--- src/hw/rtl/iqbm_pkg.sv ---
package iqbm_pkg;

    // fixed field widths
    localparam int SAMPLE_W     = 16;
    localparam int RF_W         = 18;
    localparam int TRIG_PHASE_W = 32;
    localparam int CFG_INDEX_W  = 8;
    localparam int CFG_DATA_W   = 32;

    // default build parameters
    localparam int DEF_PHASE_BITS  = 32;
    localparam int DEF_SAMPLE_BITS = 16;
    localparam int DEF_TRIG_STAGES = 16;
    localparam int QUEUE_DEPTH     = 2;

    // register indexes
    localparam logic [CFG_INDEX_W-1:0] REG_PHASE_STEP      = 8'd0;
    localparam logic [CFG_INDEX_W-1:0] REG_PHASE_OFFSET    = 8'd1;
    localparam logic [CFG_INDEX_W-1:0] REG_QUAD_PHASE_SKEW = 8'd2;
    localparam logic [CFG_INDEX_W-1:0] REG_QUAD_GAIN       = 8'd3;

    // register reset values
    localparam logic [31:0] RST_PHASE_STEP      = 32'd0;
    localparam logic [15:0] RST_PHASE_OFFSET    = 16'd0;
    localparam logic [15:0] RST_QUAD_PHASE_SKEW = 16'd0;
    localparam logic [15:0] RST_QUAD_GAIN       = 16'd16384;

    // output saturation limits
    localparam logic signed [RF_W-1:0] RF_MAX = 18'sd131071;
    localparam logic signed [RF_W-1:0] RF_MIN = -18'sd131072;

    // cordic start vector, 2^30 divided by the cordic gain
    localparam logic signed [31:0] CORDIC_X0 = 32'sd652032874;

    // arctan(2^-i) as fraction of a cycle times 2^32
    localparam logic [31:0] ATAN_TAB [24] = '{
        32'd536870912, 32'd316933405, 32'd167458907, 32'd85004756,
        32'd42667331,  32'd21354465,  32'd10680862,  32'd5340245,
        32'd2670163,   32'd1335086,   32'd667544,    32'd333772,
        32'd166886,    32'd83443,     32'd41721,     32'd20860,
        32'd10430,     32'd5215,      32'd2607,      32'd1303,
        32'd651,       32'd325,       32'd162,       32'd81
    };

    // carrier settings seen by the front end
    typedef struct packed {
        logic [31:0]        phase_step;
        logic [15:0]        phase_offset;
        logic signed [15:0] quad_phase_skew;
    } carrier_cfg_t;

    // one queued sample with its two trig phases
    typedef struct packed {
        logic signed [SAMPLE_W-1:0] i_sample;
        logic signed [SAMPLE_W-1:0] q_sample;
        logic [TRIG_PHASE_W-1:0]    phase_i;
        logic [TRIG_PHASE_W-1:0]    phase_q;
    } queue_item_t;

endpackage

--- src/hw/rtl/iqbm_front.sv ---
module iqbm_front #(
    parameter int PHASE_BITS = iqbm_pkg::DEF_PHASE_BITS
) (
    input  logic                                 aclk,
    input  logic                                 aresetn,
    input  logic                                 s_valid,
    output logic                                 s_ready,
    input  logic signed [iqbm_pkg::SAMPLE_W-1:0] s_i_sample,
    input  logic signed [iqbm_pkg::SAMPLE_W-1:0] s_q_sample,
    input  iqbm_pkg::carrier_cfg_t               carrier_cfg,
    input  logic                                 queue_full,
    output logic                                 queue_push,
    output iqbm_pkg::queue_item_t                queue_item
);

    logic [PHASE_BITS-1:0]                 carrier_phase_reg;
    logic [PHASE_BITS-1:0]                 carrier_phase_next;
    logic [PHASE_BITS-1:0]                 step_aligned;
    logic [iqbm_pkg::TRIG_PHASE_W-1:0]     phase_top;
    logic [iqbm_pkg::TRIG_PHASE_W-1:0]     phase_i;

    // align accumulator and step to a 32-bit trig phase
    if (PHASE_BITS >= 32) begin : g_wide
        assign phase_top    = carrier_phase_reg[PHASE_BITS-1 -: 32];
        assign step_aligned = PHASE_BITS'(carrier_cfg.phase_step) << (PHASE_BITS - 32);
    end else begin : g_narrow
        assign phase_top    = 32'(carrier_phase_reg) << (32 - PHASE_BITS);
        assign step_aligned = PHASE_BITS'(carrier_cfg.phase_step >> (32 - PHASE_BITS));
    end

    // branch phases
    assign phase_i = phase_top + {carrier_cfg.phase_offset, 16'd0};

    always_comb begin
        queue_item.i_sample = s_i_sample;
        queue_item.q_sample = s_q_sample;
        queue_item.phase_i  = phase_i;
        queue_item.phase_q  = phase_i + {carrier_cfg.quad_phase_skew, 16'd0};
    end

    // accept while the queue has room
    assign s_ready    = !queue_full;
    assign queue_push = s_valid && s_ready;

    assign carrier_phase_next = carrier_phase_reg + step_aligned;

    // carrier phase accumulator
    always_ff @(posedge aclk) begin
        if (!aresetn) begin
            carrier_phase_reg <= '0;
        end else if (queue_push) begin
            carrier_phase_reg <= carrier_phase_next;
        end
    end

endmodule

--- config.mk ---
export PLATFORM = sky130hd
export DESIGN_NAME = iqbm_front
export DESIGN_NICKNAME = d
export VERILOG_FILES = /design/src/hw/rtl/iqbm_pkg.sv /design/src/hw/rtl/iqbm_front.sv
export SDC_FILE = /design/constraint.sdc
export NUM_CORES = 1
export LEC_CHECK = 0
export BUFFER_PORTS_ARGS = -buffer_cell sky130_fd_sc_hd__buf_2
export CAP_MARGIN = 20
export CELL_PAD_IN_SITES_DETAIL_PLACEMENT = 0
export CELL_PAD_IN_SITES_GLOBAL_PLACEMENT = 2
export CORE_MARGIN = 2
export CORE_UTILIZATION = 28
export CTS_CLUSTER_SIZE = 40
export DETAILED_ROUTE_END_ITERATION = 10
export PLACE_DENSITY = 0.85
export SYNTH_ARGS = -nofsm -noshare
export SYNTH_HDL_FRONTEND = slang
export SYNTH_SLANG_ARGS = --single-unit
--- constraint.sdc ---
create_clock -name aclk -period 11.3 [get_ports aclk]
set_input_delay 1.13 -clock aclk [delete_from_list [all_inputs] [get_ports aclk]]
set_output_delay 1.13 -clock aclk [all_outputs]
set_load 0.01 [all_outputs]
==> impl_metrics.py <==
metrics = {
    "hold_path": {
        "holdCritStartpoint": "carrier_phase_reg[31]",
        "timing.hold.worst_endpoint": "carrier_phase_reg[31]",
        "hold_class": "flip-flop to flip-flop",
        "min_delay_path_depth": 2,
    },
    "outcome": {
        "status": "completed",
    },
    "yosys": {
        "syn_nets": 774,
        "synth_top_area_share": 0.170,
        "async_reset_ff_frac": 0,
        "synth_edf_count": 0,
        "ys_seq_area_frac": 0.138,
        "ys.flop_type": "dfxtp_1",
        "synthDistinctLibCells": 60,
        "synth.ff_latch_count": 32,
        "syn_area_sq_um": 4640,
        "ys_warn_count": 0,
        "syn_area_per_cell_sq_um": 7.63,
        "yosys-top-cells-area": "ha_1 17%, dfxtp_1 14%, buf_4 10%",
        "syn_inst": 608,
        "yosys.area.top_type": "ha_1",
    },
    "critical_path": {
        "worstRegToRegCells": 11,
        "cp_slowest_cell": "o41ai_1",
        "reg2reg_slack_ps": 8490,
        "crit_chain": "buf_2, ha_1, inv_1, fa_1, nor2b_1, o21ai_0, a21boi_0, nor2_1, ha_1, nand3_1, o211ai_1, o41ai_1, o211ai_1, o211ai_1, a21oi_1, o21ai_0, xor2_1, buf_2",
        "path_class": "input port to output pin",
        "startpoint_type": "input port",
        "cp_max_fo": 5,
        "r2r-start": "carrier_phase_reg[0]",
        "arrival_ps": 4740,
        "cpMostUsedCell": "o211ai_1",
        "rr_endpoint": "carrier_phase_reg[30]",
        "end_kind": "output pin",
        "cp_slowest_stage_delay_ps": 720,
        "required_ps": 10170,
    },
    "power": {
        "power_mw": 0.628,
        "p_leak_nw": 2.57,
        "clkPwrFrac": 0.273,
        "switchingPower_mw": 0.245,
        "pwr-share-seq": 0.207,
        "power.internal_mw": 0.383,
        "combinationalPowerShare": 0.520,
        "irDropWorstVdd_v": 0.0000656,
        "power.density_nw_per_um2": 120,
        "switching_share": 0.390,
    },
    "final_layout": {
        "layoutNonFillerInstCount": 892,
        "drive_above_1_share": 0.234,
        "syn_to_final_growth_pct": 12.9,
        "nets": 837,
        "largest_reg_flops": 32,
        "final_common_cell": "buf_2",
        "antennaDiodeCount": 0,
        "final_cell_mix": "133 x buf_2, 63 x ha_1, 55 x nand2_1",
    },
    "job": {
        "cap_viol_max_count": 0,
    },
    "routing": {
        "wl_per_cell_microns": 13.2,
        "drtAntennaViolNets": 0,
        "met1_length_microns": 5990,
        "routed.top_layer": "met4",
        "dr.first_iter.drc_count": 170,
        "dr_wl_met2_microns": 5030,
        "viasPerCell": 4.78,
        "vias": 4267,
        "drt_drc_violations_left": 0,
        "routed_wl_microns": 11800,
        "firstDrtPassIters": 4,
        "wl_met3_microns": 610,
    },
    "placement": {
        "dp_cells": 884,
        "gp_congestion": 0.792,
        "io_buffer_count": 133,
        "pre_cts_ws_ps": 5360,
        "place_hpwl_microns": 9470,
    },
    "die": {
        "die_h_microns": 133,
        "die_x_microns": 133,
        "rows": 47,
        "start_util": 0.283,
        "core_area_sq_um": 16400,
        "dieArea_sq_um": 17600,
        "io_pins": 198,
    },
    "global_route": {
        "antenna_found_initial": 0,
        "grt_usage": 0.133,
        "overflow": 0,
        "grt_max_degree": 46,
        "grt_pass1_vias": 4029,
        "grt_pass1_wl_microns": 19500,
    },
    "cts": {
        "htree_num_levels": 2,
        "clk_pin_slew_worst_paths_ps": 50,
        "postCtsHoldBufs": 0,
        "clock_latency_ps": 280,
        "clk_path_buf_depth": 2,
        "clock-sinks": 32,
        "cts_tree": "yes",
        "ctsResizeCount": 0,
        "post_cts_buffers": 0,
        "cts_buffers": 5,
        "cts_root_buffer": "clkbuf_16",
    },
    "sta": {
        "finalCritPeriodShare": 0.520,
        "finalCriticalPeriod_ps": 5870,
        "maxSlewViolCount": 0,
        "layout_setup_ws_ps": 5430,
        "rsz0062_at_grt": "no",
        "setup_violations": 0,
        "fmax_mhz": 170,
        "whs_ps": 498,
        "fin_worst_skew_ps": 5.11,
        "setup_tns_ps": 0,
        "timing.slew.headroom": 0.417,
        "max_slew.worst_pin.slew_ps": 864,
        "finalHoldViolCount": 0,
    },
}
stage by stage:
step,utilization,area [sq um]
after floorplan,-,4640
after detailed placement,0.308,5050
final,0.319,5240
after global routing,0.319,5240
after global placement,0.308,5050
after CTS,0.319,5240
power by group through the flow:
stage | clock network [mW] | registers (mW) | logic, mW
detailed placement | 0 | 0.133 | 0.328
global route | 0.181 | 0.132 | 0.366
floorplan | 0 | 0.130 | 0.254
finish | 0.171 | 0.130 | 0.326
CTS | 0.180 | 0.130 | 0.329
global placement | 0 | 0.132 | 0.329
worst max path at each step:
stage,start,to,cells past startpoint
2_1_floorplan,carrier_cfg[16],queue_item[31],18
3_3_place_gp,carrier_cfg[16],queue_item[31],18
3_5_place_dp,carrier_cfg[16],queue_item[31],18
4_1_cts,carrier_cfg[16],queue_item[31],18
5_1_grt,carrier_cfg[16],queue_item[31],18
6_report,carrier_cfg[16],queue_item[31],18
logic make-up (layout without fill, tap and decap cells):
kind of cell    after synthesis  after routing  synth area share
xor+xnor                     46             46            0.0869
simple gates                186            186             0.198
compound gates              175            175             0.255
mux                           2              2           0.00432
fa+ha+maj                    66             66             0.183
flops                        32             32             0.138
buf+inv                     101            165             0.134
layout make-up:
| cell class | count | area (sq um) |
|---|---|---|
| repair buffers | 135 | 681 |
| clock buffers | 7 | 153 |
| multi-input cells | 475 | 3380 |
| inverters | 22 | 82.6 |
| fillers | 1787 | 11200 |
| clock inverters | 1 | 30.0 |
| flip-flops and latches | 32 | 641 |
| well taps | 220 | 275 |
synthesized netlist by cell type, drive strengths merged, types with 5 or more instances:
master,count
buf,67
ha,63
nand2,55
a21oi,41
o21ai,38
dfxtp,32
nor2,32
nand3,30
xnor2,28
a21o,21
inv,21
xor2,18
o211ai,17
and2,12
clkbuf,12
nor3,12
nand4,9
a21boi,8
nand2b,8
a31oi,7
a211oi,6
and3,6
o21a,5
o21bai,5
worst max-delay path, delay by kind of cell:
kind | cells | cell delay [ps]
buf+inv | 3 | 290
fa+ha+maj | 3 | 950
simple gates | 3 | 340
xor+xnor | 1 | 150
compound gates | 8 | 1870
layer usage:
layer	track usage	vias to the layer above
met1	0.184	1860
met2	0.213	122
met4	0.0346	0
met3	0.0226	12
met5	0	-
li1	-	2273
(Power assumes the default switching activity.)
