--- src/hw/rtl/iqbm_pkg.sv ---
package iqbm_pkg;

    // fixed field widths
    localparam int SAMPLE_W     = 16;
    localparam int RF_W         = 18;
    localparam int TRIG_PHASE_W = 32;
    localparam int CFG_INDEX_W  = 8;
    localparam int CFG_DATA_W   = 32;

    // default build parameters
    localparam int DEF_PHASE_BITS  = 32;
    localparam int DEF_SAMPLE_BITS = 16;
    localparam int DEF_TRIG_STAGES = 16;
    localparam int QUEUE_DEPTH     = 2;

    // register indexes
    localparam logic [CFG_INDEX_W-1:0] REG_PHASE_STEP      = 8'd0;
    localparam logic [CFG_INDEX_W-1:0] REG_PHASE_OFFSET    = 8'd1;
    localparam logic [CFG_INDEX_W-1:0] REG_QUAD_PHASE_SKEW = 8'd2;
    localparam logic [CFG_INDEX_W-1:0] REG_QUAD_GAIN       = 8'd3;

    // register reset values
    localparam logic [31:0] RST_PHASE_STEP      = 32'd0;
    localparam logic [15:0] RST_PHASE_OFFSET    = 16'd0;
    localparam logic [15:0] RST_QUAD_PHASE_SKEW = 16'd0;
    localparam logic [15:0] RST_QUAD_GAIN       = 16'd16384;

    // output saturation limits
    localparam logic signed [RF_W-1:0] RF_MAX = 18'sd131071;
    localparam logic signed [RF_W-1:0] RF_MIN = -18'sd131072;

    // cordic start vector, 2^30 divided by the cordic gain
    localparam logic signed [31:0] CORDIC_X0 = 32'sd652032874;

    // arctan(2^-i) as fraction of a cycle times 2^32
    localparam logic [31:0] ATAN_TAB [24] = '{
        32'd536870912, 32'd316933405, 32'd167458907, 32'd85004756,
        32'd42667331,  32'd21354465,  32'd10680862,  32'd5340245,
        32'd2670163,   32'd1335086,   32'd667544,    32'd333772,
        32'd166886,    32'd83443,     32'd41721,     32'd20860,
        32'd10430,     32'd5215,      32'd2607,      32'd1303,
        32'd651,       32'd325,       32'd162,       32'd81
    };

    // carrier settings seen by the front end
    typedef struct packed {
        logic [31:0]        phase_step;
        logic [15:0]        phase_offset;
        logic signed [15:0] quad_phase_skew;
    } carrier_cfg_t;

    // one queued sample with its two trig phases
    typedef struct packed {
        logic signed [SAMPLE_W-1:0] i_sample;
        logic signed [SAMPLE_W-1:0] q_sample;
        logic [TRIG_PHASE_W-1:0]    phase_i;
        logic [TRIG_PHASE_W-1:0]    phase_q;
    } queue_item_t;

endpackage

--- src/hw/rtl/iqbm_cordic.sv ---
module iqbm_cordic #(
    parameter int SAMPLE_BITS = iqbm_pkg::DEF_SAMPLE_BITS,
    parameter int TRIG_STAGES = iqbm_pkg::DEF_TRIG_STAGES
) (
    input  logic                                   aclk,
    input  logic                                   aresetn,
    input  logic                                   start,
    input  logic [iqbm_pkg::TRIG_PHASE_W-1:0]      phase,
    input  logic                                   want_sin,
    output logic                                   done,
    output logic signed [SAMPLE_BITS+1:0]          trig_val
);

    localparam int IW = $clog2(TRIG_STAGES);
    localparam int CW = SAMPLE_BITS + 2;
    localparam int RS = 30 - SAMPLE_BITS;
    localparam logic signed [32:0] HALF = 33'sd1 <<< (RS - 1);

    logic signed [31:0] x_reg;
    logic signed [31:0] y_reg;
    logic signed [32:0] z_reg;
    logic               neg_reg;
    logic [IW-1:0]      iter_reg;
    logic               run_reg;
    logic               done_reg;

    logic [31:0]        phase_fold;
    logic               phase_neg;
    logic [4:0]         atan_idx;
    logic signed [32:0] atan_val;
    logic signed [31:0] dx;
    logic signed [31:0] dy;
    logic signed [31:0] sel_val;
    logic signed [31:0] sel_signed;
    logic signed [32:0] rnd_sum;

    // fold second and third quadrant by half a cycle
    assign phase_neg  = phase[31] ^ phase[30];
    assign phase_fold = {phase[31] ^ phase_neg, phase[30:0]};

    // one micro-rotation
    assign atan_idx = 5'(iter_reg);
    assign atan_val = $signed({1'b0, iqbm_pkg::ATAN_TAB[atan_idx]});
    assign dx       = y_reg >>> iter_reg;
    assign dy       = x_reg >>> iter_reg;

    // undo fold and round to SAMPLE_BITS fraction bits
    assign sel_val    = want_sin ? y_reg : x_reg;
    assign sel_signed = neg_reg ? -sel_val : sel_val;
    assign rnd_sum    = 33'(sel_signed) + HALF;
    assign trig_val   = CW'(rnd_sum >>> RS);
    assign done       = done_reg;

    // iteration control
    always_ff @(posedge aclk) begin
        if (!aresetn) begin
            run_reg  <= 1'b0;
            done_reg <= 1'b0;
            iter_reg <= '0;
        end else begin
            done_reg <= 1'b0;
            if (start) begin
                run_reg  <= 1'b1;
                iter_reg <= '0;
            end else if (run_reg) begin
                iter_reg <= iter_reg + 1'b1;
                if (iter_reg == IW'(TRIG_STAGES - 1)) begin
                    run_reg  <= 1'b0;
                    done_reg <= 1'b1;
                end
            end
        end
    end

    // rotation datapath
    always_ff @(posedge aclk) begin
        if (start) begin
            x_reg   <= iqbm_pkg::CORDIC_X0;
            y_reg   <= '0;
            z_reg   <= 33'($signed(phase_fold));
            neg_reg <= phase_neg;
        end else if (run_reg) begin
            if (!z_reg[32]) begin
                x_reg <= x_reg - dx;
                y_reg <= y_reg + dy;
                z_reg <= z_reg - atan_val;
            end else begin
                x_reg <= x_reg + dx;
                y_reg <= y_reg - dy;
                z_reg <= z_reg + atan_val;
            end
        end
    end

endmodule

--- src/hw/rtl/iqbm_back.sv ---
module iqbm_back #(
    parameter int SAMPLE_BITS = iqbm_pkg::DEF_SAMPLE_BITS,
    parameter int TRIG_STAGES = iqbm_pkg::DEF_TRIG_STAGES
) (
    input  logic                                 aclk,
    input  logic                                 aresetn,
    input  logic                                 item_valid,
    input  iqbm_pkg::queue_item_t                item,
    output logic                                 item_ready,
    input  logic [15:0]                          quad_gain,
    output logic                                 m_valid,
    input  logic                                 m_ready,
    output logic signed [iqbm_pkg::RF_W-1:0]     m_rf_sample
);

    localparam int CW  = SAMPLE_BITS + 2;
    localparam int TIW = iqbm_pkg::SAMPLE_W + CW;
    localparam int QGW = 33;
    localparam int PQW = QGW + CW;
    localparam int PQS = PQW + 1;
    localparam int TQW = PQS - 14;
    localparam int DW  = TQW + 1;
    localparam int DS  = DW + 1;
    localparam int RW  = DS - SAMPLE_BITS;
    localparam logic signed [PQS-1:0] HALF_Q = PQS'(1) <<< 13;
    localparam logic signed [DS-1:0]  HALF_D = DS'(1) <<< (SAMPLE_BITS - 1);

    typedef enum logic [2:0] {
        ST_IDLE,
        ST_TRIG,
        ST_MUL1,
        ST_MUL2,
        ST_RND1,
        ST_RND2,
        ST_DONE
    } back_state_t;

    back_state_t state_reg;
    back_state_t state_next;

    logic signed [iqbm_pkg::SAMPLE_W-1:0] i_reg;
    logic signed [iqbm_pkg::SAMPLE_W-1:0] q_reg;
    logic signed [CW-1:0]                 ci_reg;
    logic signed [CW-1:0]                 sq_reg;
    logic signed [TIW-1:0]                ti_reg;
    logic signed [QGW-1:0]                qg_reg;
    logic signed [PQW-1:0]                pq_reg;
    logic signed [TQW-1:0]                tq_reg;
    logic signed [DW-1:0]                 d_reg;
    logic                                 m_valid_reg;
    logic signed [iqbm_pkg::RF_W-1:0]     m_rf_sample_reg;

    logic                                 trig_start;
    logic                                 done_i;
    logic                                 done_q;
    logic signed [CW-1:0]                 cos_i;
    logic signed [CW-1:0]                 sin_q;
    logic signed [PQS-1:0]                tq_sum;
    logic signed [DS-1:0]                 r_sum;
    logic signed [RW-1:0]                 r_val;
    logic signed [iqbm_pkg::RF_W-1:0]     rf_sat;
    logic                                 out_free;

    assign item_ready = (state_reg == ST_IDLE);
    assign trig_start = item_ready && item_valid;
    assign out_free   = !m_valid_reg || m_ready;

    // in-phase branch cosine and quadrature branch sine
    iqbm_cordic #(
        .SAMPLE_BITS (SAMPLE_BITS),
        .TRIG_STAGES (TRIG_STAGES)
    ) u_cordic_i (
        .aclk     (aclk),
        .aresetn  (aresetn),
        .start    (trig_start),
        .phase    (item.phase_i),
        .want_sin (1'b0),
        .done     (done_i),
        .trig_val (cos_i)
    );

    iqbm_cordic #(
        .SAMPLE_BITS (SAMPLE_BITS),
        .TRIG_STAGES (TRIG_STAGES)
    ) u_cordic_q (
        .aclk     (aclk),
        .aresetn  (aresetn),
        .start    (trig_start),
        .phase    (item.phase_q),
        .want_sin (1'b1),
        .done     (done_q),
        .trig_val (sin_q)
    );

    // rounding and saturation
    assign tq_sum = PQS'(pq_reg) + HALF_Q;
    assign r_sum  = DS'(d_reg) + HALF_D;
    assign r_val  = RW'(r_sum >>> SAMPLE_BITS);

    always_comb begin
        if (r_val > RW'(iqbm_pkg::RF_MAX)) begin
            rf_sat = iqbm_pkg::RF_MAX;
        end else if (r_val < RW'(iqbm_pkg::RF_MIN)) begin
            rf_sat = iqbm_pkg::RF_MIN;
        end else begin
            rf_sat = r_val[iqbm_pkg::RF_W-1:0];
        end
    end

    // next state
    always_comb begin
        state_next = state_reg;
        unique case (state_reg)
            ST_IDLE: if (item_valid) state_next = ST_TRIG;
            ST_TRIG: if (done_i && done_q) state_next = ST_MUL1;
            ST_MUL1: state_next = ST_MUL2;
            ST_MUL2: state_next = ST_RND1;
            ST_RND1: state_next = ST_RND2;
            ST_RND2: state_next = ST_DONE;
            ST_DONE: if (out_free) state_next = ST_IDLE;
            default: state_next = ST_IDLE;
        endcase
    end

    // state, datapath and output register
    always_ff @(posedge aclk) begin
        if (!aresetn) begin
            state_reg   <= ST_IDLE;
            m_valid_reg <= 1'b0;
        end else begin
            state_reg <= state_next;
            if (m_valid_reg && m_ready && state_reg != ST_DONE) begin
                m_valid_reg <= 1'b0;
            end
            unique case (state_reg)
                ST_IDLE: begin
                    i_reg <= item.i_sample;
                    q_reg <= item.q_sample;
                end
                ST_TRIG: begin
                    ci_reg <= cos_i;
                    sq_reg <= sin_q;
                end
                ST_MUL1: begin
                    ti_reg <= TIW'(i_reg) * TIW'(ci_reg);
                    qg_reg <= QGW'(q_reg) * $signed({17'd0, quad_gain});
                end
                ST_MUL2: pq_reg <= PQW'(qg_reg) * PQW'(sq_reg);
                ST_RND1: tq_reg <= TQW'(tq_sum >>> 14);
                ST_RND2: d_reg  <= DW'(ti_reg) - DW'(tq_reg);
                ST_DONE: begin
                    if (out_free) begin
                        m_rf_sample_reg <= rf_sat;
                        m_valid_reg     <= 1'b1;
                    end
                end
                default: ;
            endcase
        end
    end

    assign m_valid     = m_valid_reg;
    assign m_rf_sample = m_rf_sample_reg;

endmodule

--- config.mk ---
export PLATFORM = sky130hd
export DESIGN_NAME = iqbm_back
export DESIGN_NICKNAME = d
export VERILOG_FILES = /design/src/hw/rtl/iqbm_pkg.sv /design/src/hw/rtl/iqbm_cordic.sv /design/src/hw/rtl/iqbm_back.sv
export SDC_FILE = /design/constraint.sdc
export NUM_CORES = 2
export LEC_CHECK = 0
export BUFFER_PORTS_ARGS = -buffer_cell sky130_fd_sc_hd__buf_2
export CAP_MARGIN = 25
export CORE_MARGIN = 2
export CORE_UTILIZATION = 37
export DETAILED_ROUTE_END_ITERATION = 10
export PLACE_DENSITY_LB_ADDON = 0.05
export SLEW_MARGIN = 10
export SYNTH_ARGS = -nofsm -noshare
export SYNTH_HDL_FRONTEND = slang
export SYNTH_HIERARCHICAL = 1
export SYNTH_SLANG_ARGS = --single-unit
--- constraint.sdc ---
create_clock -name aclk -period 8.53 [get_ports aclk]
set_clock_uncertainty 0.1 [all_clocks]
set_input_delay 0.4265 -clock aclk [delete_from_list [all_inputs] [get_ports aclk]]
set_output_delay 0.4265 -clock aclk [all_outputs]
set_load 0.005 [all_outputs]
==> reports/qor.csv <==
metric,value,unit
synthAdderAreaFrac,35.5,%
met2_usage,35.9,%
gp_routability_congestion,0.855,
clock-sinks,465,
rows,170,
cts.path.max_buffers,3,
grtUsageMet1,29.5,%
period_share,86.6,%
via_count,61200,
drc,0,
drive_above_1_share,6.85,%
cp-end-kind,flop,
die_width,469,um
crit_end,pq_reg[43],
dr.pass1.iters,6,
holdWs,0.0556,ns
slowest_stage,edfxtp_1,
synth_top_family_by_area,adder cells,
max_slew.worst_pin.slew,1.06,ns
port_buffers,135,
r2r_slack,1.14,ns
fmax,0.135,GHz
path_cells,buf_4 > nand2_1 > fa_1 > fa_1 > fa_1 > inv_1 > fa_1 > fa_1 > inv_1 > fa_1 > inv_1 > ha_1 > a21o_1 > a211oi_1 > o21bai_1 > a2111oi_2 > o211ai_1 > nand2_1 > o21ai_1 > a21oi_1 > xnor2_1,
crit_path_max_fanout,20,
rr_worst_depth,21,
yosysWarnings,6,
period_minus_slack,7.39,ns
required,8.84,ns
synthSimpleGateAreaFrac,15.7,%
grt.total_usage,21.2,%
rsz0062_at_grt,false,
seq_area_frac_synth,15.6,%
clkLatencyLatePin,0.69,ns
synthMuxAreaShare,7.04,%
grt_pass1_vias,65000,
final_cell_mix,"1365 x inv_1, 1058 x fa_1, 1055 x nand2_1",
hp-class,primary input to flop,
path_clk_slew,0.06,ns
synth-edff-count,321,
grt_max_degree,85,
worst_r2r_endpoint,pq_reg[43],
setup_viol,0,
synth_xor_area_share,6.33,%
layout_commonest_cell,inv_1,
synth_compound_area_share,11.4,%
cts_setup_buffers,0,
syn_area,0.0801,mm^2
cts_tree,done,
core,0.215,mm^2
tns,0,ns
nets,10600,
synth_cell_types,117,
place_area,0.0834,mm^2
fill_cells,21700,
drt_wl_total,232000,um
io_pins,136,
cts-root-buf,clkbuf_16,
use_met3,2.01,%
arrival,7.70,ns
slew_violations,0,
grt_pass1_wl,372000,um
dp_hpwl,183000,um
maxCapViolations,0,
finalInstanceArea,0.0867,mm^2
drt_first_iter_violations,3149,
grt_overflow,0,
numCtsBuffers,70,
die_area,0.220,mm^2
critPathKind,flop to flop,
max_stage_delay,0.92,ns
die_height,469,um
synth-main-ff-cell,edfxtp_1,
htreeDepth,3,
grt_antenna_before_repair,2,
cpMostUsedCell,fa_1,
avgSynthCellArea,9.00,um^2
grt_busiest_layer,met2,
r2r_start,sq_reg[5],
status,completed,
syn_inst,8903,
synthArstFlopShare,0,%
wl_per_cell,19.7,um
routed_via_density,5.19,
syn_to_final_growth,8.23,%
hold_viol,0,
start_kind,flop,
ant_nets,0,
slew_headroom,27.8,%
crit_start,sq_reg[5],
start_util,37.3,%
ys_ff_latch,465,
-- cell type report --
cell class	instances	area (um^2)	share of cell area, %
Multi-Input combinational cell	6674	60900	70.2
Sequential cell	465	12500	14.5
Inverter	1372	5150	5.94
Tap cell	2838	3550	4.10
Timing Repair Buffer	309	2300	2.66
Clock buffer	89	1890	2.19
Clock inverter	38	355	0.410
Antenna cell	3	7.51	0.00866
-- stage by stage --
step | setup slack (ns) | util, % | cells
after floorplan | 1.93 | - | 8905
after global placement | 1.13 | 38.8 | 11600
after detailed placement | 1.07 | 38.8 | 11600
after CTS | 1.03 | 40.3 | 11800
after global routing | 0.722 | 40.4 | 11800
final | 1.14 | 40.4 | 11800
-- how the worst min path moves through the flow --
stage,start,end,slack (ns),depth (start not counted)
2_1_floorplan,u_cordic_i/done,state_reg[1],0.38,2
3_3_place_gp,u_cordic_i/y_reg[0],u_cordic_i/y_reg[0],0.41,2
3_5_place_dp,u_cordic_i/y_reg[0],u_cordic_i/y_reg[0],0.42,2
4_1_cts,item[61],u_cordic_i/z_reg[29],0.00009,3
5_1_grt,item[30],u_cordic_q/neg_reg,0.03,2
6_report,item[61],u_cordic_i/z_reg[29],0.06,3
-- what timing repair did --
| item | 4_1_cts | 5_1_grt |
|---|---|---|
| hold buffers | 94 | 0 |
| resized for setup | 0 | 0 |
| hold endpoints to repair | 94 | 0 |
-- worst max-delay path: cells and delay by family (launching register included) --
kind | cells | cell delay [ns]
AOI/OAI and AO/OA | 7 | 1.69
xor gates and xnor gates | 1 | 0.08
adders and majority gates | 7 | 3.46
buffers and inverters | 4 | 0.50
DFF | 1 | 0.92
and+or+nand+nor | 2 | 0.36
-- logic make-up after synthesis --
family / after synthesis
simple gates: 2620
buf+inv: 1766
fa+ha+maj: 1637
compound gates: 1439
xor+xnor: 578
flops: 465
mux: 396
other cells: 2
-- cell usage after synthesis (all sizes together) (93+ instances only) --
cell | number | share of area, %
a21o | 141 | 1.3
a21oi | 425 | 2.7
and2 | 490 | 3.8
clkbuf | 302 | 1.4
dfxtp | 144 | 3.6
edfxtp | 321 | 12
fa | 1058 | 26
ha | 579 | 9.0
inv | 1370 | 6.4
mux2i | 187 | 2.3
mux4 | 123 | 3.5
nand2 | 1055 | 4.9
nand3 | 109 | 0.70
nor2 | 483 | 2.3
nor3 | 93 | 0.62
o21ai | 348 | 2.2
xnor2 | 386 | 4.2
xor2 | 192 | 2.1
-- routing by layer --
layer,wire (um),part of all wire [%]
met1,110000,47
met4,4180,1.8
met2,110000,48
met5,0,0
met3,7590,3.3
Power is left out: the tool's default activity adds up to more than one toggle a clock period on the data nets, which glitch-free logic cannot reach.
