<file path="src/hw/rtl/iqbm_pkg.sv">
package iqbm_pkg;

    // fixed field widths
    localparam int SAMPLE_W     = 16;
    localparam int RF_W         = 18;
    localparam int TRIG_PHASE_W = 32;
    localparam int CFG_INDEX_W  = 8;
    localparam int CFG_DATA_W   = 32;

    // default build parameters
    localparam int DEF_PHASE_BITS  = 32;
    localparam int DEF_SAMPLE_BITS = 16;
    localparam int DEF_TRIG_STAGES = 16;
    localparam int QUEUE_DEPTH     = 2;

    // register indexes
    localparam logic [CFG_INDEX_W-1:0] REG_PHASE_STEP      = 8'd0;
    localparam logic [CFG_INDEX_W-1:0] REG_PHASE_OFFSET    = 8'd1;
    localparam logic [CFG_INDEX_W-1:0] REG_QUAD_PHASE_SKEW = 8'd2;
    localparam logic [CFG_INDEX_W-1:0] REG_QUAD_GAIN       = 8'd3;

    // register reset values
    localparam logic [31:0] RST_PHASE_STEP      = 32'd0;
    localparam logic [15:0] RST_PHASE_OFFSET    = 16'd0;
    localparam logic [15:0] RST_QUAD_PHASE_SKEW = 16'd0;
    localparam logic [15:0] RST_QUAD_GAIN       = 16'd16384;

    // output saturation limits
    localparam logic signed [RF_W-1:0] RF_MAX = 18'sd131071;
    localparam logic signed [RF_W-1:0] RF_MIN = -18'sd131072;

    // cordic start vector, 2^30 divided by the cordic gain
    localparam logic signed [31:0] CORDIC_X0 = 32'sd652032874;

    // arctan(2^-i) as fraction of a cycle times 2^32
    localparam logic [31:0] ATAN_TAB [24] = '{
        32'd536870912, 32'd316933405, 32'd167458907, 32'd85004756,
        32'd42667331,  32'd21354465,  32'd10680862,  32'd5340245,
        32'd2670163,   32'd1335086,   32'd667544,    32'd333772,
        32'd166886,    32'd83443,     32'd41721,     32'd20860,
        32'd10430,     32'd5215,      32'd2607,      32'd1303,
        32'd651,       32'd325,       32'd162,       32'd81
    };

    // carrier settings seen by the front end
    typedef struct packed {
        logic [31:0]        phase_step;
        logic [15:0]        phase_offset;
        logic signed [15:0] quad_phase_skew;
    } carrier_cfg_t;

    // one queued sample with its two trig phases
    typedef struct packed {
        logic signed [SAMPLE_W-1:0] i_sample;
        logic signed [SAMPLE_W-1:0] q_sample;
        logic [TRIG_PHASE_W-1:0]    phase_i;
        logic [TRIG_PHASE_W-1:0]    phase_q;
    } queue_item_t;

endpackage

</file>
<file path="src/hw/rtl/iqbm_queue.sv">
module iqbm_queue #(
    parameter int DEPTH = iqbm_pkg::QUEUE_DEPTH
) (
    input  logic                  aclk,
    input  logic                  aresetn,
    input  logic                  push,
    input  iqbm_pkg::queue_item_t push_item,
    output logic                  full,
    input  logic                  pop,
    output iqbm_pkg::queue_item_t pop_item,
    output logic                  empty
);

    localparam int PTR_W = (DEPTH > 1) ? $clog2(DEPTH) : 1;
    localparam int CNT_W = $clog2(DEPTH + 1);

    iqbm_pkg::queue_item_t entry_reg [DEPTH];
    logic [PTR_W-1:0]      wr_ptr_reg;
    logic [PTR_W-1:0]      rd_ptr_reg;
    logic [CNT_W-1:0]      count_reg;

    assign full     = (count_reg == CNT_W'(DEPTH));
    assign empty    = (count_reg == '0);
    assign pop_item = entry_reg[rd_ptr_reg];

    // entry storage
    always_ff @(posedge aclk) begin
        if (push) begin
            entry_reg[wr_ptr_reg] <= push_item;
        end
    end

    // pointers and fill count
    always_ff @(posedge aclk) begin
        if (!aresetn) begin
            wr_ptr_reg <= '0;
            rd_ptr_reg <= '0;
            count_reg  <= '0;
        end else begin
            if (push) begin
                wr_ptr_reg <= (wr_ptr_reg == PTR_W'(DEPTH - 1)) ? '0 : wr_ptr_reg + 1'b1;
            end
            if (pop) begin
                rd_ptr_reg <= (rd_ptr_reg == PTR_W'(DEPTH - 1)) ? '0 : rd_ptr_reg + 1'b1;
            end
            if (push && !pop) begin
                count_reg <= count_reg + 1'b1;
            end else if (pop && !push) begin
                count_reg <= count_reg - 1'b1;
            end
        end
    end

endmodule

</file>
<file path="config.mk">
export PLATFORM = sky130hd
export DESIGN_NAME = iqbm_queue
export DESIGN_NICKNAME = d
export VERILOG_FILES = /design/src/hw/rtl/iqbm_pkg.sv /design/src/hw/rtl/iqbm_queue.sv
export SDC_FILE = /design/constraint.sdc
export NUM_CORES = 1
export LEC_CHECK = 0
export ABC_AREA = 1
export BUFFER_PORTS_ARGS = -buffer_cell sky130_fd_sc_hd__buf_4
export CAP_MARGIN = 20
export CORE_MARGIN = 5
export CORE_UTILIZATION = 56
export CTS_CLUSTER_DIAMETER = 120
export DETAILED_ROUTE_END_ITERATION = 10
export PLACE_DENSITY = 0.84
export SYNTH_ARGS = -nofsm -noshare
export SYNTH_HDL_FRONTEND = slang
export SYNTH_SLANG_ARGS = --single-unit
</file>
<file path="constraint.sdc">
create_clock -name aclk -period 18.26 [get_ports aclk]
set_clock_uncertainty 0.2 [all_clocks]
set_input_delay 3.652 -clock aclk [delete_from_list [all_inputs] [get_ports aclk]]
set_output_delay 3.652 -clock aclk [all_outputs]
set_load 0.01 [all_outputs]
</file>
==> qor.csv, run 1 <==
stage,metric,value,unit
run_status,status,finished clean,
cts,Num CTS Buffers,17,
die,DIE AREA,15500,um2
grt,vias in the first global route,3967,
flow_run,Max-cap violations,0,
power_and_ir_drop,LEAKAGE,3.68,nW
power_and_ir_drop,Sw Ratio,20.4,%
cts,"Clk Latency, worst-skew pair",0.42,ns
sta,fmax,0.156,GHz
power_and_ir_drop,Net Sw Power,204,uW
worst_setup_path,largest delay contributor family on the critical path,buffers and inverters,
worst_setup_path,CP endpoint kind,primary output,
die,Ports,198,
worst_setup_path,CP required,14.41,ns
cts,clk buf depth,2,
sta,Final Hold Fails,0,
place,Port Buffers,197,
sta,Max-slew headroom,38.0,%
logic_synthesis,Post-Syn Nets,435,
layout,fin nets,644,
cts,CTS sink cnt,197,
worst_setup_path,Startpoint Class,flop,
die,core box area,12800,um2
worst_setup_path,kind of critical path,flop to primary output,
layout,share of cells above drive strength 1,58.1,%
layout,Util after Layout,74.6,%
sta,fin crit period,6.41,ns
grt,total gr overflow,0,
die,starting density of the core,57.6,%
power_and_ir_drop,Clock power frac,35.9,%
logic_synthesis,area share of the largest cell type after synthesis,78.4,%
power_and_ir_drop,Flop pwr share,53.1,%
cts,clock-pin slew on the worst setup and hold paths,0.06,ns
logic_synthesis,"Seq/Total Area, Yosys",79.7,%
logic_synthesis,number of distinct library cells after synthesis,16,
cts,Post CTS Setup Buffer Count,0,
drt,Initial DRT Pass Iterations,4,
place,Routability Congestion,0.741,
worst_setup_path,CP max-delay cell,buf_4,
sta,setup TNS,0,ns
logic_synthesis,post-synthesis cell count,334,
power_and_ir_drop,PwrDens,105,nW/um2
drt,DRC,0,
die,Die X,125,um
sta,RSZ-0062 raised after global routing,no,
drt,final WL,13900,um
worst_setup_path,CP max FO,57,
logic_synthesis,Yosys reg bits,197,
grt,first-pass GRT wire length,21600,um
grt,largest net degree at the start of global routing,58,
layout,Area Growth Syn to Fin,29.6,%
worst_setup_path,critical-path cell list,"buf_4, mux2_2, buf_4",
logic_synthesis,synthesized area,7360,um2
cts,H-tree level count,4,
sta,count of final setup violators,0,
logic_synthesis,cell taking the most area after synthesis,edfxtp_1,
worst_setup_path,WP data arrival,2.56,ns
worst_setup_path,CP bufs+invs,2,
layout,max FFs per register,192,
cts,CTS tree,built,
grt,all-layer global routing usage,18.0,%
logic_synthesis,synthesized area per cell,22.0,um2
cts,CTS Hold Bufs,0,
power_and_ir_drop,Worst VDD drop,0.0831,mV
cts,post-cts sizing count,0,
worst_setup_path,crit-path max cell delay,0.82,ns
drt,drt via density,5.14,
power_and_ir_drop,Comb pwr share,11.0,%
sta,Final Max Slew Viols,0,
power_and_ir_drop,internal power,798,uW
worst_setup_path,Critical Path Most Common Cell,buf_4,
worst_setup_path,flop-to-flop setup slack,16.00,ns
cts,Root Driver,clkbuf_16,
die,DIE HEIGHT,125,um
drt,total number of vias,3742,
grt,initial antenna violation count,0,
sta,Slew @ Worst Pin,0.931,ns
drt,drt initial violations,310,
sta,Tcrit/Tclk final,35.1,%
min_path,Worst Hold Class,flop to flop,
drt,Routed Antenna Nets,0,
logic_synthesis,Area contributors post-synth,"edfxtp_1 (78%), mux2_2 (8.6%), mux2_4 (8.2%), dfxtp_1 (1.4%), buf_12 (1.1%)",
logic_synthesis,Ys Warns,0,
place,DPL Wire Length,9590,um
layout,number of diodes,0,
drt,wire per inst,19.1,um
die,Std-Cell Rows,41,
==> through the flow <==
step | hold slack (ns) | cell area, um2 | setup slack (ns) | std cells | total power, mW
finish | 0.297 | 9540 | 11.85 | 728 | 1.00
global route | 0.322 | 9540 | 11.71 | 728 | 1.04
CTS | 0.301 | 9540 | 11.78 | 728 | 1.01
detailed placement | 0.285 | 8960 | 12.26 | 696 | 0.654
global placement | 0.275 | 8960 | 12.32 | 696 | 0.649
floorplan | 0.263 | 7360 | 9.79 | 334 | 0.598
==> power by group through the flow <==
stage / clock network, mW / logic (mW) / registers [mW]
2_1_floorplan: 0 / 0.0587 / 0.539
3_3_place_gp: 0 / 0.108 / 0.540
3_5_place_dp: 0 / 0.112 / 0.542
4_1_cts: 0.366 / 0.112 / 0.533
5_1_grt: 0.390 / 0.119 / 0.534
6_report: 0.360 / 0.111 / 0.532
==> worst register-to-register path, delay by kind of cell, from the launching register on <==
family / cells / cell delay (ns)
and+or+nand+nor: 1 / 0.13
DFF: 1 / 0.40
buffers and inverters: 2 / 1.12
==> placed cells by master, fill, tap and decap left out, types with 2 or more instances in the layout <==
cell	Yosys	final
edfxtp_1	192	192
mux2_2	56	56
clkinvlp_4	0	2
buf_4	0	201
clkbuf_1	0	3
clkbuf_16	0	17
nor2_1	9	8
inv_1	8	7
dfxtp_1	5	4
clkinv_1	0	6
mux2_4	40	40
bufinv_16	0	3
nand2_1	8	8
==> logic make-up (layout without fill, tap and decap cells) <==
group / Yosys count / after routing / share of synthesized area, %
adders and majority gates: 1 / 1 / 0.170
buffers and inverters: 19 / 241 / 2.19
AOI/OAI and AO/OA: 2 / 2 / 0.136
DFF: 197 / 197 / 79.7
muxes: 96 / 96 / 16.7
and+or+nand+nor: 19 / 19 / 1.02
==> area by class of cell <==
class	instances	area (um2)
clock inverter	12	136
sequential	197	5870
timing repair buffer	201	1510
tap	172	215
multi-input combinational	118	1340
fill	750	3240
inverter	8	32.5
clock buffer	20	437
==> Yosys cell counts (all sizes together) <==
library cell / instances
o21ai: 1
ha: 1
inv: 8
buf: 11
a21oi: 1
mux2: 96
nand3: 1
nand2: 8
nand4: 1
dfxtp: 5
edfxtp: 192
nor2: 9
==> final timing paths <==
| check | startpoint | end | cells after the start |
|---|---|---|---|
| worst max-delay path | flop | pop_item[80] | 3 |
| worst max register to register | wr_ptr_reg | entry_reg[1][5] | 3 |
| worst min register to register | rd_ptr_reg | flop | 2 |
| worst min-delay path | rd_ptr_reg | flop | 2 |
==> per-layer routing <==
layer	global-route usage (%)	wire length, um
met2	29.3	6990
met1	21.7	5490
met5	0	0
met3	7.12	1150
met4	6.96	284
Note: power is estimated with default switching activity, not from simulation.
==> inputs of run 2 (changes only) <==
--- a/config.mk
+++ b/config.mk
@@ -9,10 +9,10 @@
 export BUFFER_PORTS_ARGS = -buffer_cell sky130_fd_sc_hd__buf_4
 export CAP_MARGIN = 20
 export CORE_MARGIN = 5
-export CORE_UTILIZATION = 56
+export CORE_UTILIZATION = 47
 export CTS_CLUSTER_DIAMETER = 120
 export DETAILED_ROUTE_END_ITERATION = 10
-export PLACE_DENSITY = 0.84
+export PLACE_DENSITY = 0.75
 export SYNTH_ARGS = -nofsm -noshare
 export SYNTH_HDL_FRONTEND = slang
 export SYNTH_SLANG_ARGS = --single-unit
==> constraint.sdc (replaced) <==
create_clock -name aclk -period 5.6 [get_ports aclk]
set_clock_uncertainty 0.2 [all_clocks]
set_input_delay 1.12 -clock aclk [delete_from_list [all_inputs] [get_ports aclk]]
set_output_delay 1.12 -clock aclk [all_outputs]
set_load 0.01 [all_outputs]
==> run 2 against run 1 <==
Compared with the run above: non-clock buffer count unchanged; design area increased by 0.29%; first-iteration DRC count decreased by 35%; critical endpoint is now pop_item[4]; largest cell class unchanged.
==> qor.csv, run 2 (synthesis gave the netlist of run 1 again) <==
stage,metric,value,unit
run_status,status,finished clean,
worst_setup_path,Critical Path Most Common Cell,buf_4,
die,Ports,198,
drt,final WL,13700,um
layout,area of the multi-input gates,1340,um2
die,core box area,15300,um2
cts,CTS Hold Bufs,0,
worst_setup_path,Critical Path End,pop_item[4],
worst_setup_path,CP max FO,64,
power_and_ir_drop,Worst VDD drop,0.221,mV
cts,Root Driver,clkbuf_16,
power_and_ir_drop,Comb pwr share,11.0,%
die,DIE HEIGHT,135,um
power_and_ir_drop,Sw Ratio,21.6,%
cts,CTS sink cnt,197,
cts,"Clk Latency, worst-skew pair",0.42,ns
grt,vias in the first global route,3879,
worst_setup_path,crit-path max cell delay,1.02,ns
worst_setup_path,Startpoint Class,flop,
layout,fin nets,644,
power_and_ir_drop,PwrDens,336,nW/um2
layout,Final Instance Count excl. Fillers,766,
cts,clk buf depth,2,
layout,"Design Area, Final",9560,um2
cts,Post CTS Setup Buffer Count,0,
cts,H-tree level count,4,
worst_setup_path,WP data arrival,2.43,ns
grt,largest net degree at the start of global routing,75,
layout,"commonest cells after routing, fill and taps aside","buf_4 (200), edfxtp_1 (192), mux2_2 (56), mux2_4 (40), clkbuf_16 (17)",
worst_setup_path,CP required,4.28,ns
place,Routability Congestion,0.713,
sta,count of final setup violators,0,
layout,Util after Layout,62.7,%
layout,FF/Latch Area,5870,um2
worst_setup_path,flop-to-flop setup slack,3.34,ns
worst_setup_path,critical-path cell list,"buf_4, mux2_2, buf_4",
drt,drt via density,4.85,
grt,all-layer global routing usage,14.8,%
layout,max FFs per register,192,
drt,wire per inst,17.9,um
grt,first-pass GRT wire length,20500,um
sta,Final Max Slew Viols,0,
power_and_ir_drop,LEAKAGE,3.67,nW
power_and_ir_drop,Clock power frac,34.7,%
power_and_ir_drop,internal power,2.52,mW
drt,total number of vias,3713,
drt,drt initial violations,200,
layout,fillers,1046,
die,DIE AREA,18300,um2
sta,setup TNS,0,ns
die,starting density of the core,48.2,%
drt,DRC,0,
sta,Tcrit/Tclk final,66.9,%
place,# placed instances,735,
cts,post-cts sizing count,0,
layout,Area Growth Syn to Fin,30.0,%
place,Port Buffers,197,
worst_setup_path,Reg-to-Reg Start,wr_ptr_reg,
layout,share of cells above drive strength 1,59.5,%
min_path,Worst Hold Class,flop to flop,
worst_setup_path,CP max-delay cell,dfxtp_4,
die,Std-Cell Rows,45,
drt,Initial DRT Pass Iterations,4,
die,Die X,135,um
sta,Max-slew headroom,31.2,%
layout,"commonest non-fill, non-tap cell in the layout",buf_4,
grt,initial antenna violation count,0,
drt,Routed Antenna Nets,0,
flow_run,Max-cap violations,0,
layout,number of diodes,0,
cts,Num CTS Buffers,17,
power_and_ir_drop,Net Sw Power,692,uW
worst_setup_path,Reg2Reg Depth,3,
sta,RSZ-0062 raised after global routing,no,
grt,total gr overflow,0,
worst_setup_path,kind of critical path,flop to primary output,
power_and_ir_drop,Flop pwr share,54.2,%
sta,Final Hold Fails,0,
cts,clock-pin slew on the worst setup and hold paths,0.07,ns
worst_setup_path,R2R Path End,entry_reg[1][15],
sta,Slew @ Worst Pin,1.03,ns
cts,CTS tree,built,
place,DPL Wire Length,9200,um
worst_setup_path,CP endpoint kind,primary output,
place,Area after DPL,9020,um2
sta,fin crit period,3.75,ns
sta,fmax,0.267,GHz
run 2: changes by cell type in the layout (fill, tap and decap cells not counted):
cell        delta
clkinvlp_4     +3
clkinv_2       +5
inv_6          +2
clkinv_4       -1
bufinv_16      -2
clkinv_1       -6
buf_4          -1
clkbuf_1       -2
buf_12         +1
run 2: critical path, delay by kind of cell, from the launching register on:
family / cells / cell delay, ns
multiplexers: 1 / 0.38
buffers and inverters: 2 / 0.58
flip-flops: 1 / 1.02
run 2: power by group through the flow:
stage | clock network, mW | registers (mW) | logic, mW
floorplan | 0 | 1.76 | 0.192
global placement | 0 | 1.77 | 0.352
detailed placement | 0 | 1.78 | 0.360
CTS | 1.14 | 1.74 | 0.361
global route | 1.20 | 1.75 | 0.378
finish | 1.11 | 1.74 | 0.354
run 2: how the worst min path moves through the flow:
stage,startpoint,to,depth (start not counted)
final,rd_ptr_reg,rd_ptr_reg,2
after global routing,rd_ptr_reg,rd_ptr_reg,2
after CTS,rd_ptr_reg,rd_ptr_reg,2
after global placement,rd_ptr_reg,rd_ptr_reg,2
after floorplan,rd_ptr_reg,flop,2
after detailed placement,rd_ptr_reg,rd_ptr_reg,2
run 2: layout make-up:
type / instances / area share, %
sequential: 197 / 61.4
timing repair buffer: 201 / 15.9
multi-input combinational: 118 / 14.0
clock buffer: 18 / 4.49
tap: 211 / 2.76
clock inverter: 13 / 1.15
inverter: 8 / 0.340
run 2: metrics by stage:
step	worst slack (ns)	power [mW]	hold WS, ns
3_5_place_dp	2.23	2.13	0.314
2_1_floorplan	1.34	1.95	0.263
4_1_cts	1.77	3.24	0.329
5_1_grt	1.71	3.33	0.385
3_3_place_gp	2.27	2.12	0.277
6_report	1.85	3.21	0.329
run 2: layer usage:
metal	routed length [um]	GRT usage, %	vias to the layer above
met4	194	5.04	0
met5	0	0	-
met2	6920	24.2	144
li1	-	-	1716
met1	5530	18.1	1836
met3	1040	5.77	17
==> inputs of run 3 (changes only) <==
--- a/config.mk
+++ b/config.mk
@@ -5,14 +5,14 @@
 export SDC_FILE = /design/constraint.sdc
 export NUM_CORES = 1
 export LEC_CHECK = 0
-export ABC_AREA = 1
+export ABC_AREA = 0
 export BUFFER_PORTS_ARGS = -buffer_cell sky130_fd_sc_hd__buf_4
 export CAP_MARGIN = 20
 export CORE_MARGIN = 5
-export CORE_UTILIZATION = 47
+export CORE_UTILIZATION = 52
 export CTS_CLUSTER_DIAMETER = 120
 export DETAILED_ROUTE_END_ITERATION = 10
-export PLACE_DENSITY = 0.75
+export PLACE_DENSITY = 0.79
 export SYNTH_ARGS = -nofsm -noshare
 export SYNTH_HDL_FRONTEND = slang
 export SYNTH_SLANG_ARGS = --single-unit
==> constraint.sdc (replaced) <==
create_clock -name aclk -period 3.74 [get_ports aclk]
set_clock_uncertainty 0.2 [all_clocks]
set_input_delay 0.748 -clock aclk [delete_from_list [all_inputs] [get_ports aclk]]
set_output_delay 0.748 -clock aclk [all_outputs]
set_load 0.01 [all_outputs]
==> run 3 against run 2 <==
Compared with the run above: sequential power grew 49%; sequential share of layout area down 0.30 points; synthesized area fell by 0.15%; clock power increased by 60%; largest power group unchanged; hold slack worse by 0.027 ns; wire length fell by 3.6%; non-clock buffer count increased by 3; synthesized cell count decreased by 3.9%; global-route usage is 1.2 points higher; flip-flop and latch count is the same; count of clock-buffer cells in the layout did not move; largest cell class unchanged; register-to-register slack got worse by 1.5 ns.
==> qor.csv, run 3 <==
stage,metric,value,unit
run_status,status,finished clean,
layout,share of cells above drive strength 1,60.8,%
cts,Root Driver,clkbuf_16,
worst_setup_path,WP data arrival,1.92,ns
power_and_ir_drop,internal power,3.95,mW
sta,Final Hold Fails,0,
cts,CTS sink cnt,197,
worst_setup_path,CP max FO,24,
worst_setup_path,crit-path max cell delay,0.57,ns
grt,first-pass GRT wire length,19800,um
logic_synthesis,commonest cells in the netlist,"edfxtp_1 (192), mux2_2 (56), mux2_4 (40)",
drt,drt via density,5.00,
drt,DRC,0,
sta,setup TNS,0,ns
power_and_ir_drop,Comb pwr share,12.2,%
worst_setup_path,CP max-delay cell,dfxtp_4,
cts,H-tree level count,4,
logic_synthesis,"Seq/Total Area, Yosys",79.9,%
drt,Routed Antenna Nets,0,
cts,"Clk Latency, worst-skew pair",0.41,ns
grt,initial antenna violation count,0,
layout,"commonest non-fill, non-tap cell in the layout",buf_4,
layout,number of diodes,0,
grt,largest net degree at the start of global routing,75,
layout,"commonest cells after routing, fill and taps aside","buf_4 (201), edfxtp_1 (192), mux2_2 (56), mux2_4 (40), clkbuf_16 (17)",
power_and_ir_drop,Worst VDD drop,0.337,mV
logic_synthesis,synthesized area per cell,22.9,um2
cts,CTS tree,built,
logic_synthesis,Ys Warns,0,
die,core box area,13900,um2
sta,Final Max Slew Viols,0,
layout,Area Growth Syn to Fin,30.8,%
die,DIE AREA,16600,um2
die,DIE HEIGHT,129,um
cts,clock-pin slew on the worst setup and hold paths,0.07,ns
drt,final WL,13200,um
grt,all-layer global routing usage,16.0,%
power_and_ir_drop,Sw Ratio,20.7,%
die,Die X,129,um
cts,post-cts sizing count,0,
place,Routability Congestion,0.770,
worst_setup_path,CP required,2.79,ns
logic_synthesis,Post-synth EDFFs,192,
flow_run,Max-cap violations,0,
drt,Initial DRT Pass Iterations,4,
die,starting density of the core,52.9,%
cts,Post CTS Setup Buffer Count,0,
logic_synthesis,synthesized area,7340,um2
sta,Tcrit/Tclk final,76.7,%
logic_synthesis,Yosys reg bits,197,
layout,fin nets,634,
power_and_ir_drop,Flop pwr share,52.0,%
sta,RSZ-0062 raised after global routing,no,
logic_synthesis,Post-Syn Nets,422,
power_and_ir_drop,LEAKAGE,3.69,nW
worst_setup_path,Critical Path Most Common Cell,buf_4,
worst_setup_path,CP endpoint kind,primary output,
drt,total number of vias,3630,
layout,max FFs per register,192,
sta,fmax,0.349,GHz
worst_setup_path,kind of critical path,flop to primary output,
power_and_ir_drop,Net Sw Power,1.03,mW
cts,Num CTS Buffers,17,
die,Ports,198,
place,Port Buffers,197,
power_and_ir_drop,PwrDens,518,nW/um2
place,Area after DPL,9020,um2
grt,vias in the first global route,3785,
logic_synthesis,number of distinct library cells after synthesis,19,
logic_synthesis,post-synthesis cell count,321,
cts,CTS Hold Bufs,0,
drt,drt initial violations,219,
sta,Max-slew headroom,49.8,%
sta,fin crit period,2.87,ns
logic_synthesis,share of async-settable or async-resettable flops after synthesis,0,%
logic_synthesis,Synth Flop Type,edfxtp_1,
place,DPL Wire Length,9080,um
logic_synthesis,Area contributors post-synth,"edfxtp_1 (79%), mux2_2 (8.6%), mux2_4 (8.2%), dfxtp_1 (1.4%), buf_12 (1.1%)",
die,Std-Cell Rows,43,
logic_synthesis,"count leader, synth",edfxtp_1,
cts,clk buf depth,2,
grt,total gr overflow,0,
min_path,Worst Hold Class,flop to flop,
sta,Slew @ Worst Pin,0.753,ns
logic_synthesis,area share of the largest cell type after synthesis,78.5,%
sta,count of final setup violators,0,
power_and_ir_drop,Clock power frac,35.8,%
worst_setup_path,Startpoint Class,flop,
logic_synthesis,cell taking the most area after synthesis,edfxtp_1,
worst_setup_path,critical-path cell list,"buf_4, mux2_2, buf_4",
drt,wire per inst,18.2,um
layout,"Design Area, Final",9610,um2
==> run 3: area by class of cell <==
type	instances	area [um2]
Clock inverter	14	159
Fill cell	923	4270
Inverter	1	3.75
Multi-Input combinational cell	112	1350
Sequential cell	197	5870
Tap cell	180	225
Clock buffer	18	429
Timing Repair Buffer	204	1570
==> run 3: logic make-up after synthesis <==
logic type / share of synthesized area, %
compound gates: 0.273
xor+xnor: 0.358
fa+ha+maj: 0.170
buf+inv: 1.84
flops: 79.9
mux: 16.8
simple gates: 0.733
==> run 3: worst paths after layout <==
check                                  start               to  slack, ns  depth (start not counted)
worst max-delay path                    flop     pop_item[21]       0.87                          3
worst min-delay path            count_reg[1]     count_reg[1]       0.30                          2
worst max register to register    wr_ptr_reg  entry_reg[1][8]       1.82                          2
worst min register to register  count_reg[1]     count_reg[1]       0.30                          2
==> run 3: power groups by stage <==
stage,combinational (mW),sequential [mW],clock (mW)
floorplan,0.333,2.62,0
global placement,0.605,2.63,0
detailed placement,0.618,2.64,0
CTS,0.621,2.59,1.82
global route,0.652,2.60,1.93
finish,0.609,2.59,1.78
==> run 3: layer usage <==
metal	up-vias	part of all wire [%]	GRT usage [%]
met5	-	0	0
met2	150	49	25.2
met4	0	1.5	6.42
met1	1771	41	20.1
met3	16	9.0	6.14
li1	1693	-	-
==> run 3: worst max-delay path: cells and delay by family, from the launching register on <==
| family | cells | cell delay, ns |
|---|---|---|
| flip-flops | 1 | 0.57 |
| buffers and inverters | 2 | 0.53 |
| multiplexers | 1 | 0.39 |
==> run 3: through the flow <==
step	power, mW	utilization, %	setup slack (ns)	instances	hold WS (ns)
finish	4.98	69.2	0.871	726	0.301
global route	5.18	69.2	0.769	726	0.283
CTS	5.03	69.2	0.833	726	0.290
detailed placement	3.26	65.0	1.30	694	0.293
global placement	3.24	65.0	1.35	694	0.276
floorplan	2.96	-	0.116	321	0.266
